===== src/sfd_pkg.sv =====
package sfd_pkg;

  localparam int unsigned SAMPLE_BITS        = 16;
  localparam int unsigned FRAC_BITS          = 8;
  localparam int unsigned STATE_BITS         = SAMPLE_BITS + FRAC_BITS;
  localparam int unsigned GAIN_BITS          = 16;
  localparam int unsigned COEF_BITS          = 17;
  localparam int unsigned DELAY_BITS         = 17;
  localparam int unsigned CFG_DATA_BITS      = 17;
  localparam int unsigned CFG_INDEX_BITS     = 3;
  localparam int unsigned OP_BITS            = STATE_BITS + 2;
  localparam int unsigned PROD_BITS          = OP_BITS + COEF_BITS + 1;
  localparam int unsigned Q16_SHIFT          = 16;
  localparam int unsigned ONE_Q16            = 65536;
  localparam int unsigned RING_DEPTH_DEFAULT = 131072;

  localparam int unsigned DELAY_RESET    = 24000;
  localparam int unsigned FB_GAIN_RESET  = 26214;
  localparam int unsigned LP_COEFF_RESET = 42538;
  localparam int unsigned HP_COEFF_RESET = 65023;
  localparam int unsigned MIX_RESET      = 32768;

  typedef logic signed [SAMPLE_BITS-1:0] sample_t;
  typedef logic signed [STATE_BITS-1:0]  filt_t;
  typedef logic signed [OP_BITS-1:0]     operand_t;
  typedef logic signed [PROD_BITS-1:0]   prod_t;
  typedef logic        [COEF_BITS-1:0]   coef_t;

  typedef struct packed {
    sample_t left_in;
    sample_t right_in;
  } sfd_in_t;

  typedef struct packed {
    sample_t left_out;
    sample_t right_out;
  } sfd_out_t;

  typedef enum logic [CFG_INDEX_BITS-1:0] {
    REG_DELAY_LENGTH   = 3'd0,
    REG_FEEDBACK_GAIN  = 3'd1,
    REG_LOWPASS_COEFF  = 3'd2,
    REG_HIGHPASS_COEFF = 3'd3,
    REG_INVERT_WET     = 3'd4,
    REG_MIX_LEVEL      = 3'd5
  } cfg_reg_t;

  typedef enum logic [3:0] {
    ST_IDLE,
    ST_ADDR,
    ST_LP_MUL,
    ST_LP_UPD,
    ST_HP_MUL,
    ST_HP_UPD,
    ST_FB_MUL,
    ST_FB_UPD,
    ST_MIX_DRY,
    ST_MIX_WET,
    ST_MIX_UPD,
    ST_DONE
  } seq_state_t;

  // Round to nearest, ties toward +inf, then arithmetic shift.
  function automatic prod_t round_shift(prod_t x, int unsigned s);
    prod_t half;
    half = prod_t'(1) <<< (s - 1);
    return (x + half) >>> s;
  endfunction

  function automatic filt_t sat_state(prod_t x);
    prod_t hi;
    prod_t lo;
    hi = (prod_t'(1) <<< (STATE_BITS - 1)) - prod_t'(1);
    lo = -hi - prod_t'(1);
    if (x > hi) begin
      return hi[STATE_BITS-1:0];
    end else if (x < lo) begin
      return lo[STATE_BITS-1:0];
    end
    return x[STATE_BITS-1:0];
  endfunction

  function automatic sample_t sat_sample(prod_t x);
    prod_t hi;
    prod_t lo;
    hi = (prod_t'(1) <<< (SAMPLE_BITS - 1)) - prod_t'(1);
    lo = -hi - prod_t'(1);
    if (x > hi) begin
      return hi[SAMPLE_BITS-1:0];
    end else if (x < lo) begin
      return lo[SAMPLE_BITS-1:0];
    end
    return x[SAMPLE_BITS-1:0];
  endfunction

endpackage


===== src/sfd_remainder.sv =====
module sfd_remainder
  import sfd_pkg::*;
#(
  parameter int unsigned DEPTH = RING_DEPTH_DEFAULT
) (
  input  logic                     clk,
  input  logic                     rst,
  input  logic                     start,
  input  logic [DELAY_BITS-1:0]    dividend,
  output logic                     busy,
  output logic [$clog2(DEPTH)-1:0] rem
);

  localparam int unsigned ADDR_BITS = $clog2(DEPTH);
  localparam int unsigned WIDE_BITS = DELAY_BITS + ADDR_BITS + 2;
  localparam int unsigned RESET_REM = DELAY_RESET % DEPTH;
  // Depth reciprocal scaled by 2^DELAY_BITS, rounded down: the quotient
  // estimate is exact or one short, so one compare and subtract finishes it.
  localparam int unsigned RECIP     = (1 << DELAY_BITS) / DEPTH;

  logic [DELAY_BITS-1:0] num;
  logic [WIDE_BITS-1:0]  quo;
  logic [WIDE_BITS-1:0]  diff;
  logic [WIDE_BITS-1:0]  scaled;
  logic [WIDE_BITS-1:0]  back;
  logic [WIDE_BITS-1:0]  diff_sub;
  logic [1:0]            steps;
  logic [ADDR_BITS-1:0]  part;
  logic [ADDR_BITS-1:0]  part_next;

  always_comb begin
    scaled   = WIDE_BITS'(num) * WIDE_BITS'(RECIP);
    back     = quo * WIDE_BITS'(DEPTH);
    diff_sub = diff - WIDE_BITS'(DEPTH);
    if (diff >= WIDE_BITS'(DEPTH)) begin
      part_next = diff_sub[ADDR_BITS-1:0];
    end else begin
      part_next = diff[ADDR_BITS-1:0];
    end
  end

  always_ff @(posedge clk) begin
    if (rst) begin
      steps <= '0;
      part  <= ADDR_BITS'(RESET_REM);
    end else if (start) begin
      steps <= 2'd3;
    end else if (steps != '0) begin
      steps <= steps - 2'd1;
      if (steps == 2'd1) begin
        part <= part_next;
      end
    end
  end

  // Estimate the quotient, take back its multiple, then correct once.
  always_ff @(posedge clk) begin
    if (start) begin
      num <= dividend;
    end
    if (steps == 2'd3) begin
      quo <= scaled >> DELAY_BITS;
    end
    if (steps == 2'd2) begin
      diff <= WIDE_BITS'(num) - back;
    end
  end

  assign busy = (steps != '0);
  assign rem  = part;

endmodule


===== config.mk =====
export PLATFORM = sky130hd
export DESIGN_NAME = sfd_remainder
export DESIGN_NICKNAME = d
export VERILOG_FILES = /design/src/sfd_pkg.sv /design/src/sfd_remainder.sv
export SDC_FILE = /design/constraint.sdc
export NUM_CORES = 1
export LEC_CHECK = 0
export BUFFER_PORTS_ARGS = -buffer_cell sky130_fd_sc_hd__buf_2
export CAP_MARGIN = 20
export CORE_MARGIN = 2
export CORE_UTILIZATION = 52
export CTS_CLUSTER_SIZE = 40
export DETAILED_ROUTE_END_ITERATION = 8
export MAX_ROUTING_LAYER = met4
export PLACE_DENSITY = 0.79
export SYNTH_ARGS = -nofsm -noshare
export SYNTH_HDL_FRONTEND = slang
export SYNTH_SLANG_ARGS = --single-unit

===== constraint.sdc =====
create_clock -name clk -period 2.2 [get_ports clk]
set_clock_uncertainty 0.2 [all_clocks]
set_input_delay 0.55 -clock clk [delete_from_list [all_inputs] [get_ports clk]]
set_output_delay 0.55 -clock clk [all_outputs]
set_load 0.005 [all_outputs]

==> reports/metrics.yaml <==
layout:
  multi_input_area_um2: 352
  nFillCells: 259
  syn2layout_area_growth_pct: 14.6
  drive_gt1_share_pct: 34.8
  most-common-layout-cells: "buf_2 (37), edfxtp_1 (34), nand2_1 (20), dfxtp_1 (18), a21oi_1 (10)"
  nets: 186
  layout_commonest_cell: "buf_2"
  utilization_pct: 62.4
  seq_area_um2: 1400
  antenna_cells: 0
grt:
  grt_pass1_vias: 953
  grt_first_pass_wirelength_um: 4240
  antenna_found_initial: 0
  grt_overflow: 0
  grtUsageTotal_pct: 14.5
  grt_max_degree: 27
min_path:
  hold_end: "num[5]$_DFFE_PP_"
  hold_path.startpoint: "dividend[5]"
  hp-class: "input pin to register"
  holdPathStages: 1
synthesis:
  ys_top_cells_by_area: "edfxtp_1 (56%), dfxtp_1 (21%), nand2_1 (4.1%)"
  synth.distinct_cells: 18
  yosys.area.top_type: "edfxtp_1"
  synth_nets: 146
  synth_area_um2: 1820
  ys_seq_area_share_pct: 77.1
  ys_ff_latch: 53
  syn_avg_cell_area_um2: 14.8
  yosys.area.top_type_share_pct: 56.2
  yosys_warnings: 0
  syn-instance-count: 123
die:
  core_um2: 3340
  fp.dieW_um: 63.1
  rows: 21
  dieArea_um2: 3980
  initial_core_util_pct: 54.4
  die_y_um: 63.1
  io_pins: 38
timing:
  setup_tns_ns: 0
  relSlewSlack_pct: 52.9
  worstMarginPinSlew_ns: 0.706
  fmax_mhz: 487
  finalMaxSlewViolations: 0
  period_needed_ns: 2.05
  setup_viol: 0
  rsz0062_at_grt: "no"
  final.period_utilization_pct: 93.4
  finalHoldViolCount: 0
routing:
  dr.pass1.iters: 5
  detail-route-antenna-nets: 0
  post_drt_wl_per_cell_um: 12.4
  route.vias.total: 1001
  drtIter0Drc: 57
  vias_per_cell: 4.77
  drc: 0
  drt-total-wl_um: 2600
power:
  ir_drop_uv: 544
  p_sw_share_pct: 22.7
  pwr-share-seq_pct: 68.5
  pwr-share-clk_pct: 24.3
  leakage_nw: 0.773
  power.share.combinational_pct: 7.2
  switching_power_w: 0.000386
  power_density_nw_per_um2: 817
  p_int_w: 0.00131
worst_setup_path:
  worst-r2r-cell-count: 5
  reg2reg_from: "steps[0]$_SDFFE_PP0P_"
  worstPathRequired_ns: 1.45
  r2r_slack_ns: 0.27
  critPathLaunch: "steps[0]$_SDFFE_PP0P_"
  crit_type: "register to output port"
  cp-start-kind: "register"
  crit_path_end_kind: "output port"
  crit_fanout: 4
  crit_arrival_ns: 1.30
  r2r-end: "rem[2]$_SDFFE_PP0P_"
placement:
  gp_congestion: 0.654
  portBuffers: 37
  dpl.hpwl_um: 1870
outcome:
  status: "finished, final reports clean"
clock_network:
  insertion_delay_ns: 0.35
  clkTransAtPathRegs_ns: 0.15
  clockBufferDepth: 2
  postCtsSetupRepairBufs: 0
  cts_buffers: 5
  cts_tree: "yes"
  htreeDepth: 2
  cts_root_buf: "clkbuf_4"
  clock_sinks: 53
flow_run:
  maxCapViolCount: 0
==> what timing repair did <==
item	4_1_cts	5_1_grt
hold buffers	0	0
endpoints found under the setup margin	0	1
gates resized for setup	0	1
==> registers in the layout (all words and copies together) (netlist names) <==
name   cells
diff      17
num       17
rem       17
steps      2
==> cell usage after synthesis <==
cell type,n
or3b_1,1
nand2_1,20
nor3_2,7
buf_4,1
inv_1,3
edfxtp_1,34
ha_1,3
xnor2_1,1
buf_6,2
clkbuf_1,2
mux2i_1,1
dfxtp_1,19
nor2_1,9
o21ba_2,1
a21oi_1,10
nor3_1,7
buf_8,1
nor3b_2,1
==> how the worst max path moves through the flow <==
stage | endpoint | cells past startpoint
2_1_floorplan | rem[10]$_SDFFE_PP1P_ | 7
3_3_place_gp | rem[16]$_SDFFE_PP0P_ | 4
3_5_place_dp | rem[6]$_SDFFE_PP1P_ | 5
4_1_cts | busy | 4
5_1_grt | busy | 4
6_report | busy | 4
==> metal layers <==
| layer | wire length, um | vias up | track usage (%) |
|---|---|---|---|
| met5 | 0 | - | - |
| met1 | 1130 | 457 | 17.8 |
| met3 | 166 | 4 | 4.11 |
| li1 | - | 507 | - |
| met2 | 1270 | 33 | 22.2 |
| met4 | 29 | 0 | 6.94 |
==> cell type report <==
type / instances / share of cell area (%)
clock buffers: 5 / 1.80
clock inverters: 3 / 1.02
inverters: 3 / 0.541
multi-input cells: 61 / 16.9
flip-flops and latches: 53 / 67.4
well taps: 46 / 2.76
repair buffers: 39 / 9.62
==> power by group through the flow <==
stage,Combinational [W],Clock (W),Sequential (W)
after global placement,0.000117,0,0.00118
after floorplan,0.0000767,0,0.00118
final,0.000122,0.000414,0.00116
after detailed placement,0.000124,0,0.00119
after global routing,0.000139,0.000460,0.00117
after CTS,0.000124,0.000428,0.00116
==> through the flow <==
step	hold WS, ns	setup WS, ns	std cells	area [um2]	total power [W]
finish	0.161	0.146	210	2080	0.00170
global route	0.136	0.0501	210	2080	0.00177
CTS	0.146	0.0754	210	2080	0.00172
detailed placement	0.205	0.246	202	2020	0.00131
global placement	0.204	0.346	202	2020	0.00130
floorplan	0.200	0.472	123	1820	0.00126
==> critical path, cell delays in order (launching register included) <==
cell,delay (ns)
dfxtp_2,0.39
inv_1,0.06
ha_1,0.26
inv_1,0.12
buf_2,0.12
==> cells by family (layout without fill, tap and decap cells) <==
family	after synthesis	after routing	synth area share [%]
flops	53	53	77.1
buf+inv	9	50	3.51
mux	1	1	0.551
xor+xnor	1	1	0.482
compound gates	11	11	3.31
simple gates	45	45	12.9
fa+ha+maj	3	3	2.07
Note: power is estimated with default switching activity, not from simulation.
