==> src/sfd_pkg.sv <==
package sfd_pkg;

  localparam int unsigned SAMPLE_BITS        = 16;
  localparam int unsigned FRAC_BITS          = 8;
  localparam int unsigned STATE_BITS         = SAMPLE_BITS + FRAC_BITS;
  localparam int unsigned GAIN_BITS          = 16;
  localparam int unsigned COEF_BITS          = 17;
  localparam int unsigned DELAY_BITS         = 17;
  localparam int unsigned CFG_DATA_BITS      = 17;
  localparam int unsigned CFG_INDEX_BITS     = 3;
  localparam int unsigned OP_BITS            = STATE_BITS + 2;
  localparam int unsigned PROD_BITS          = OP_BITS + COEF_BITS + 1;
  localparam int unsigned Q16_SHIFT          = 16;
  localparam int unsigned ONE_Q16            = 65536;
  localparam int unsigned RING_DEPTH_DEFAULT = 131072;

  localparam int unsigned DELAY_RESET    = 24000;
  localparam int unsigned FB_GAIN_RESET  = 26214;
  localparam int unsigned LP_COEFF_RESET = 42538;
  localparam int unsigned HP_COEFF_RESET = 65023;
  localparam int unsigned MIX_RESET      = 32768;

  typedef logic signed [SAMPLE_BITS-1:0] sample_t;
  typedef logic signed [STATE_BITS-1:0]  filt_t;
  typedef logic signed [OP_BITS-1:0]     operand_t;
  typedef logic signed [PROD_BITS-1:0]   prod_t;
  typedef logic        [COEF_BITS-1:0]   coef_t;

  typedef struct packed {
    sample_t left_in;
    sample_t right_in;
  } sfd_in_t;

  typedef struct packed {
    sample_t left_out;
    sample_t right_out;
  } sfd_out_t;

  typedef enum logic [CFG_INDEX_BITS-1:0] {
    REG_DELAY_LENGTH   = 3'd0,
    REG_FEEDBACK_GAIN  = 3'd1,
    REG_LOWPASS_COEFF  = 3'd2,
    REG_HIGHPASS_COEFF = 3'd3,
    REG_INVERT_WET     = 3'd4,
    REG_MIX_LEVEL      = 3'd5
  } cfg_reg_t;

  typedef enum logic [3:0] {
    ST_IDLE,
    ST_ADDR,
    ST_LP_MUL,
    ST_LP_UPD,
    ST_HP_MUL,
    ST_HP_UPD,
    ST_FB_MUL,
    ST_FB_UPD,
    ST_MIX_DRY,
    ST_MIX_WET,
    ST_MIX_UPD,
    ST_DONE
  } seq_state_t;

  // Round to nearest, ties toward +inf, then arithmetic shift.
  function automatic prod_t round_shift(prod_t x, int unsigned s);
    prod_t half;
    half = prod_t'(1) <<< (s - 1);
    return (x + half) >>> s;
  endfunction

  function automatic filt_t sat_state(prod_t x);
    prod_t hi;
    prod_t lo;
    hi = (prod_t'(1) <<< (STATE_BITS - 1)) - prod_t'(1);
    lo = -hi - prod_t'(1);
    if (x > hi) begin
      return hi[STATE_BITS-1:0];
    end else if (x < lo) begin
      return lo[STATE_BITS-1:0];
    end
    return x[STATE_BITS-1:0];
  endfunction

  function automatic sample_t sat_sample(prod_t x);
    prod_t hi;
    prod_t lo;
    hi = (prod_t'(1) <<< (SAMPLE_BITS - 1)) - prod_t'(1);
    lo = -hi - prod_t'(1);
    if (x > hi) begin
      return hi[SAMPLE_BITS-1:0];
    end else if (x < lo) begin
      return lo[SAMPLE_BITS-1:0];
    end
    return x[SAMPLE_BITS-1:0];
  endfunction

endpackage

==> src/sfd_mul.sv <==
module sfd_mul
  import sfd_pkg::*;
(
  input  logic     clk,
  input  logic     en,
  input  operand_t a,
  input  coef_t    b,
  output prod_t    p
);

  prod_t a_ext;
  prod_t b_ext;

  assign a_ext = prod_t'(a);
  assign b_ext = prod_t'({1'b0, b});

  always_ff @(posedge clk) begin
    if (en) begin
      p <= a_ext * b_ext;
    end
  end

endmodule
==> config.mk <==
export PLATFORM = sky130hd
export DESIGN_NAME = sfd_mul
export DESIGN_NICKNAME = d
export VERILOG_FILES = /design/src/sfd_pkg.sv /design/src/sfd_mul.sv
export SDC_FILE = /design/constraint.sdc
export NUM_CORES = 1
export LEC_CHECK = 0
export ABC_AREA = 1
export BUFFER_PORTS_ARGS = -buffer_cell sky130_fd_sc_hd__buf_2
export CORE_MARGIN = 2
export CORE_UTILIZATION = 54
export CTS_CLUSTER_SIZE = 25
export DETAILED_ROUTE_END_ITERATION = 10
export PLACE_DENSITY = 0.71
export SLEW_MARGIN = 5
export SYNTH_ARGS = -nofsm -noshare
export SYNTH_HDL_FRONTEND = slang
export SYNTH_SLANG_ARGS = --single-unit
==> constraint.sdc <==
create_clock -name clk -period 7.8 [get_ports clk]
set_input_delay 1.95 -clock clk [delete_from_list [all_inputs] [get_ports clk]]
set_output_delay 1.95 -clock clk [all_outputs]
set_load 0.02 [all_outputs]
==> run_results.csv, run 1 <==
group,metric,value,unit
status,status,"completed",
synthesis,synth_edf_count,44,
die,die_h,192,um
detailed_routing,ant_nets,0,
detailed_routing,via_per_inst,4.97,
die,rows,68,
critical_path,critPathMaxFanout,22,
critical_path,critPathMostFrequentCell,"fa_1",
synthesis,synth_nets,3107,
detailed_routing,drcViolationCount,0,
synthesis,synthArstFlopShare,0,%
sta,fmax,136,MHz
synthesis,synthTopCellsByCount,"inv_1 (885), nand2_1 (716), fa_1 (431)",
synthesis,synthesis.area,19100,um2
final_layout,largest_reg_flops,44,
synthesis,yosys-top-cells-area,"fa_1 (45%), inv_1 (17%), nand2_1 (14%)",
die,die_area,36800,um2
clocking,htreeDepth,2,
detailed_routing,drtPass1Iterations,6,
synthesis,ys.flop_type,"edfxtp_1",
critical_path,worst_setup_path_end_kind,"register",
place,post-dp-hpwl,40600,um
run,maxCapViolations,0,
detailed_routing,drt-total-wl,47200,um
final_layout,drive_gt1_share,7.32,%
clocking,path_clk_slew,0.07,ns
sta,rsz0062_at_grt,"false",
synthesis,synth_cell_types,28,
sta,setup_viol,0,
detailed_routing,wl_per_cell,15.8,um
synthesis,synth_area_leader_cell,"fa_1",
sta,finalSetupTns,0,ns
critical_path,crit_slowest_cell,"fa_1",
clocking,cts-root-buf,"clkbuf_16",
final_layout,regMostFlops,"p",
critical_path,crit_arrival,7.43,ns
sta,fin_crit,7.38,ns
detailed_routing,drt_iter0_markers,923,
place,portBuffers,88,
global_route,grt_max_degree,45,
synthesis,synth.top_cell.area_share,45.3,%
synthesis,synth_seq_cells,44,
global_route,overflow,0,
final_layout,finalNetCount,3122,
final_layout,diodes,0,
critical_path,crit_required,7.85,ns
die,start_util,55.0,%
clocking,hold_buffers,0,
critical_path,slowest_delay,0.56,ns
clocking,numClockSinks,44,
synthesis,seq_area_frac_synth,6.94,%
die,coreArea,34600,um2
synthesis,syn_inst,2525,
global_route,grt_pass1_vias,16400,
synthesis,avgSynthCellArea,7.54,um2
clocking,cts_tree,"done",
critical_path,cp-start-kind,"primary input",
synthesis,yosysMostFrequentCell,"inv_1",
global_route,grt_use_total,28.1,%
sta,slew_violations,0,
worst_hold_path,hp-class,"in2reg",
die,dieWidth,192,um
clocking,numCtsBuffers,5,
sta,tightestPinTransition,1.03,ns
critical_path,path_class,"in2reg",
final_layout,syn_to_final_growth,5.14,%
clocking,postCtsSetupBuffers,0,
critical_path,path_cells,"buf_2 -> nand2_1 -> fa_1 -> fa_1 -> inv_1 -> fa_1 -> inv_1 -> fa_1 -> inv_1 -> fa_1 -> fa_1 -> ha_1 -> nand2_1 -> nor2_1 -> nand2_1 -> nor2_2 -> nand4_1 -> nand4_1 -> nand2_1",
global_route,grt_pass1_wl,80700,um
place,place_congestion,0.941,
sta,hold_violations,0,
die,pin_count,89,
detailed_routing,vias,14900,
clocking,cts_max_path_buffers,2,
sta,period_share,94.6,%
clocking,cts_resized,0,
sta,relSlewSlack,31.5,%
final_layout,largestRegisters,"p x44",
synthesis,yosysWarnings,0,
global_route,antenna_found_initial,0,
-- area by class of cell --
cell class | count | area, um2
clock inverters | 3 | 46.3
well taps | 455 | 569
repair buffers | 111 | 626
inverters | 895 | 3360
flip-flops and latches | 44 | 1320
clock buffers | 5 | 125
fillers | 3182 | 14600
multi-input cells | 1483 | 14000
-- layout by cell type, fill, tap and decap left out --
cell,synthesis,layout
nor2_4,6,6
o21ai_1,2,2
nor4_1,1,1
a21o_1,2,2
nand3b_1,1,1
o21bai_1,5,5
fa_1,431,431
buf_4,0,22
clkinvlp_4,0,1
nor2_1,50,50
nand3_2,3,3
inv_2,9,9
clkbuf_16,0,5
inv_6,0,1
inv_1,885,885
ha_1,106,106
xor2_1,18,18
buf_2,0,88
edfxtp_1,44,44
a21oi_2,2,2
nand4_1,12,12
nand2_1,716,716
clkinv_1,1,1
a21oi_1,27,27
nand3_1,46,46
xnor2_1,5,5
buf_12,0,1
nor3_2,1,1
nor2_2,19,19
bufinv_16,0,1
nor3_1,3,3
nand2_4,1,1
o21ai_2,1,1
nand2_2,25,25
-- metal layers --
layer,up-vias,GRT usage [%],routed length (um)
met5,-,0,0
met4,0,10.2,1940
met3,137,3.22,3200
met2,563,50.9,24100
met1,7284,34.6,18000
li1,6902,-,-
-- logic make-up after synthesis --
logic type	Yosys count	share of synthesized area, %
adders and majority gates	537	52.3
buffers and inverters	998	19.7
and+or+nand+nor	884	18.9
xor gates and xnor gates	23	1.06
DFF	44	6.94
AOI/OAI and AO/OA	39	1.18
-- path summary, 6_finish.rpt --
check / slack, ns / from / to / depth (start not counted)
max: 0.42 / b[6] / p[43] / 19
min: 2.20 / b[0] / p[0] / 3
-- through the flow --
stage                     std cells  area (um2)  worst slack (ns)  util, %  hold slack, ns
after floorplan                2525       19100             0.468        -            2.06
after global placement         2988       19900             0.221     57.3            2.39
after detailed placement       2988       19900             0.126     57.3            2.39
after CTS                      2996       20000             0.434     57.8            2.19
after global routing           2996       20000            0.0839     57.8            2.22
final                          2996       20000             0.421     57.8            2.20
-- critical path: cells and delay by family --
| family | cells | cell delay [ns] |
|---|---|---|
| fa+ha+maj | 7 | 3.50 |
| simple gates | 8 | 1.19 |
| buf+inv | 4 | 0.77 |
Power of run 1 is left out: the tool's default activity adds up to more than one toggle a clock period on the data nets, which glitch-free logic cannot reach.
==> inputs of run 2 (changes only) <==
CORE_MARGIN = 5   (was 2)
==> run_results.csv, run 2 (synthesis gave the netlist of run 1 again) <==
group,metric,value,unit
status,status,"completed",
die,pin_count,89,
sta,whs,2.18,ns
global_route,grt_max_degree,45,
sta,slew_violations,0,
final_layout,syn_to_final_growth,5.33,%
sta,fmax,134,MHz
die,dieWidth,198,um
sta,hold_violations,0,
clocking,cts_resized,0,
clocking,cts_max_path_buffers,2,
critical_path,cp-start-kind,"primary input",
critical_path,crit_arrival,7.48,ns
final_layout,largestRegisters,"p x44",
sta,tightestPinTransition,1.01,ns
clocking,postCtsSetupBuffers,0,
critical_path,crit_buf_inv,4,
sta,relSlewSlack,32.8,%
detailed_routing,ant_nets,0,
die,die_area,39100,um2
sta,period_share,95.3,%
critical_path,critPathMostFrequentCell,"fa_1",
clocking,numClockSinks,44,
sta,fin_crit,7.44,ns
place,place_congestion,0.951,
place,portBuffers,88,
sta,finalSetupTns,0,ns
clocking,path_clk_slew,0.07,ns
run,maxCapViolations,0,
final_layout,regMostFlops,"p",
critical_path,slowest_delay,0.64,ns
die,rows,68,
global_route,grt_pass1_wl,81000,um
final_layout,ff_latch_area,1320,um2
final_layout,multi_input_area,14000,um2
sta,rsz0062_at_grt,"false",
detailed_routing,drt-total-wl,47800,um
detailed_routing,wl_per_cell,15.9,um
critical_path,path_cells,"buf_2 -> nand2_1 -> fa_1 -> fa_1 -> inv_1 -> fa_1 -> inv_1 -> fa_1 -> fa_1 -> fa_1 -> inv_1 -> ha_1 -> nand2_1 -> nor2_1 -> nand2_1 -> nor2_2 -> nand4_1 -> nand4_1 -> nand2_1",
clocking,htreeDepth,2,
final_layout,drive_gt1_share,7.32,%
final_layout,nFillCells,3169,
detailed_routing,drcViolationCount,0,
clocking,numCtsBuffers,5,
final_layout,finalNetCount,3123,
clocking,hold_buffers,0,
detailed_routing,vias,14800,
detailed_routing,via_per_inst,4.94,
global_route,grt_use_total,25.9,%
final_layout,mostFrequentLayoutCell,"inv_1",
global_route,antenna_found_initial,0,
place,post-dp-hpwl,41300,um
detailed_routing,drtPass1Iterations,5,
global_route,grt_pass1_vias,16300,
die,start_util,54.9,%
critical_path,path_class,"in2reg",
die,coreArea,34700,um2
critical_path,critPathMaxFanout,20,
final_layout,largest_reg_flops,44,
critical_path,worst_setup_path_end_kind,"register",
detailed_routing,drt_iter0_markers,960,
clocking,cts_tree,"done",
worst_hold_path,hp-class,"in2reg",
final_layout,layout_common_cells,"inv_1 (885), nand2_1 (716), fa_1 (431), ha_1 (106), buf_2 (88)",
clocking,cts-root-buf,"clkbuf_16",
global_route,overflow,0,
sta,setup_viol,0,
critical_path,crit_slowest_cell,"fa_1",
critical_path,critPathTopFamily,"adder cells",
critical_path,crit_required,7.84,ns
die,die_h,198,um
## run 2: cell count changes in the layout (fill, tap and decap cells not counted), sizes merged
| cell | delta |
|---|---|
| buf | +1 |
| bufinv | +1 |
| clkinvlp | -1 |
| diode | +1 |
| inv | -1 |
## run 2: tightest hold or removal path: stages
cell and delay, ns:
buf_2 0.21, nand2_1 0.11, inv_1 0.04
## run 2: path summary, 6_finish.rpt
| check | startpoint | to | cells past startpoint |
|---|---|---|---|
| hold / removal | a[0] | p[0] | 3 |
| setup / recovery | b[4] | p[43] | 19 |
## run 2: layout make-up
| class | instances | area share (%) |
|---|---|---|
| Antenna cell | 1 | 0.0125 |
| Sequential cell | 44 | 6.58 |
| Timing Repair Buffer | 112 | 3.22 |
| Clock buffer | 5 | 0.624 |
| Clock inverter | 2 | 0.299 |
| Inverter | 895 | 16.7 |
| Tap cell | 455 | 2.84 |
| Multi-Input combinational cell | 1483 | 69.7 |
## run 2: per-stage QoR
step                cells  utilization [%]  instance area, um2  setup slack, ns
floorplan            2525                -               19100            0.468
global route         2996             57.8               20100           0.0564
finish               2997             57.8               20100            0.365
CTS                  2996             57.8               20100            0.403
detailed placement   2989             57.3               19900            0.140
global placement     2989             57.3               19900            0.205
## run 2: metal layers
layer | routed length [um] | track usage, % | vias up
met5 | 0 | 0 | -
met4 | 1530 | 7.35 | 0
met1 | 18500 | 32.7 | 7348
li1 | - | - | 6898
met3 | 2870 | 2.67 | 96
met2 | 24900 | 47.5 | 471
Power of run 2 is left out for the same reason.
==> inputs of run 3 (changes only) <==
ABC_AREA = default   (was 1)
PLACE_DENSITY = 0.72   (was 0.71)
==> run_results.csv, run 3 <==
group,metric,value,unit
synthesis,synth_cell_types,51,
final_layout,final_util,60.7,%
place,post-dp-hpwl,37000,um
clocking,hold_buffers,0,
critical_path,path_cells,"buf_2 -> and2_1 -> fa_1 -> inv_1 -> fa_1 -> fa_1 -> inv_1 -> fa_1 -> fa_1 -> inv_1 -> fa_1 -> inv_1 -> ha_1 -> a211oi_2 -> o21ai_1 -> and2_1 -> a221o_1 -> a41oi_4 -> o31ai_4 -> a2111o_1 -> o311ai_1",
global_route,grt_max_degree,45,
synthesis,synth_nets,2445,
die,die_area,35900,um2
global_route,grt_pass1_vias,14400,
place,place_congestion,0.917,
die,die_h,190,um
final_layout,diodes,0,
clocking,cts_tree,"done",
synthesis,synth_area_leader_cell,"fa_1",
global_route,antenna_found_initial,0,
sta,fmax,132,MHz
clocking,path_clk_slew,0.06,ns
sta,fin_crit,7.57,ns
worst_hold_path,hp-class,"in2reg",
critical_path,critPathMostFrequentCell,"fa_1",
final_layout,stdcell_area,19300,um2
critical_path,cp-start-kind,"primary input",
synthesis,synthArstFlopShare,0,%
final_layout,syn_to_final_growth,10.7,%
final_layout,largest_reg_flops,44,
synthesis,synth_seq_cells,44,
detailed_routing,vias,12700,
die,pin_count,89,
clocking,htreeDepth,2,
sta,setup_viol,0,
die,coreArea,31700,um2
final_layout,finalNetCount,2599,
sta,tightestPinTransition,1.02,ns
critical_path,worst_setup_path_end_kind,"register",
sta,period_share,97.1,%
final_layout,mostFrequentLayoutCell,"inv_1",
die,rows,65,
final_layout,multi_input_area,13900,um2
detailed_routing,drcViolationCount,0,
synthesis,synth_edf_count,44,
detailed_routing,ant_nets,0,
sta,relSlewSlack,32.2,%
critical_path,crit_slowest_cell,"fa_1",
detailed_routing,wl_met1,14800,um
final_layout,largestRegisters,"p x44",
critical_path,critPathMaxFanout,9,
critical_path,crit_required,7.90,ns
status,status,"completed",
run,maxCapViolations,0,
place,post_dp_cell_area,19100,um2
final_layout,regMostFlops,"p",
critical_path,crit_arrival,7.68,ns
detailed_routing,top_layer,"met4",
clocking,cts_max_path_buffers,2,
detailed_routing,met3WireLength,1880,um
final_layout,layout_common_cells,"inv_1 (530), fa_1 (431), and2_1 (247), nand2_1 (219), buf_4 (121)",
detailed_routing,drtPass1Iterations,5,
synthesis,seq_area_frac_synth,7.59,%
sta,slew_violations,0,
sta,hold_violations,0,
synthesis,synthesis.area,17400,um2
synthesis,avgSynthCellArea,9.34,um2
global_route,grt_pass1_wl,70800,um
synthesis,yosys-top-cells-area,"fa_1 (50%), inv_1 (11%), and2_1 (8.9%)",
clocking,numCtsBuffers,5,
critical_path,slowest_delay,0.58,ns
synthesis,yosysWarnings,0,
global_route,grt_use_total,24.8,%
final_layout,ff_latch_area,1320,um2
detailed_routing,via_per_inst,5.27,
detailed_routing,drt-total-wl,42100,um
detailed_routing,drt_iter0_markers,587,
synthesis,synth.top_cell.area_share,49.6,%
critical_path,path_class,"in2reg",
clocking,cts-root-buf,"clkbuf_16",
die,dieWidth,190,um
synthesis,yosysMostFrequentCell,"inv_1",
final_layout,drive_gt1_share,11.8,%
synthesis,ys.flop_type,"edfxtp_1",
sta,rsz0062_at_grt,"false",
detailed_routing,wl_per_cell,17.4,um
synthesis,syn_inst,1863,
global_route,overflow,0,
detailed_routing,wl_met2,23500,um
die,start_util,54.9,%
clocking,numClockSinks,44,
synthesis,synthTopCellsByCount,"inv_1 (531), fa_1 (431), and2_1 (247)",
final_layout,nFillCells,2716,
place,portBuffers,88,
## run 3: routing by layer
| layer | track usage (%) | vias up |
|---|---|---|
| li1 | - | 5677 |
| met1 | 28.4 | 6566 |
| met3 | 2.12 | 110 |
| met4 | 9.04 | 0 |
| met5 | 0 | - |
| met2 | 48.2 | 388 |
## run 3: cell families after synthesis
logic type / share of synthesized area (%)
AOI/OAI and AO/OA: 4.82
xor gates and xnor gates: 1.96
adders and majority gates: 57.2
buffers and inverters: 13.0
DFF: 7.59
muxes: 0.0647
and+or+nand+nor: 15.4
## run 3: final cells by class
| type | count | share of cell area, % |
|---|---|---|
| clock buffer | 6 | 0.669 |
| clock inverter | 1 | 0.0260 |
| inverter | 531 | 10.3 |
| multi-input combinational | 1220 | 71.9 |
| sequential | 44 | 6.86 |
| tap | 402 | 2.61 |
| timing repair buffer | 215 | 7.58 |
## run 3: worst max-delay path: cells and delay by family
kind	cells	cell delay (ns)
fa+ha+maj	7	3.38
compound gates	7	1.56
buf+inv	5	0.39
simple gates	2	0.37
## run 3: per-stage QoR
stage / hold WS (ns) / std cells / setup TNS [ns] / setup WS (ns)
after floorplan: 2.06 / 1863 / 0 / 0.0717
final: 2.28 / 2419 / 0 / 0.229
after global routing: 2.28 / 2419 / 0 / 0.0153
after CTS: 2.28 / 2419 / 0 / 0.146
after global placement: 2.40 / 2412 / -0.0858 / -0.0662
after detailed placement: 2.39 / 2412 / -0.681 / -0.156
## run 3: final timing paths
path / from / endpoint / slack [ns] / depth (start not counted)
max: b[3] / p[36] / 0.23 / 21
min: a[0] / p[0] / 2.28 / 2
## run 3: repair_timing
item	4_1_cts	5_1_grt
resized for setup	0	16
setup buffers	0	0
setup endpoints to repair	0	8
Power of run 3 is left out for the same reason.
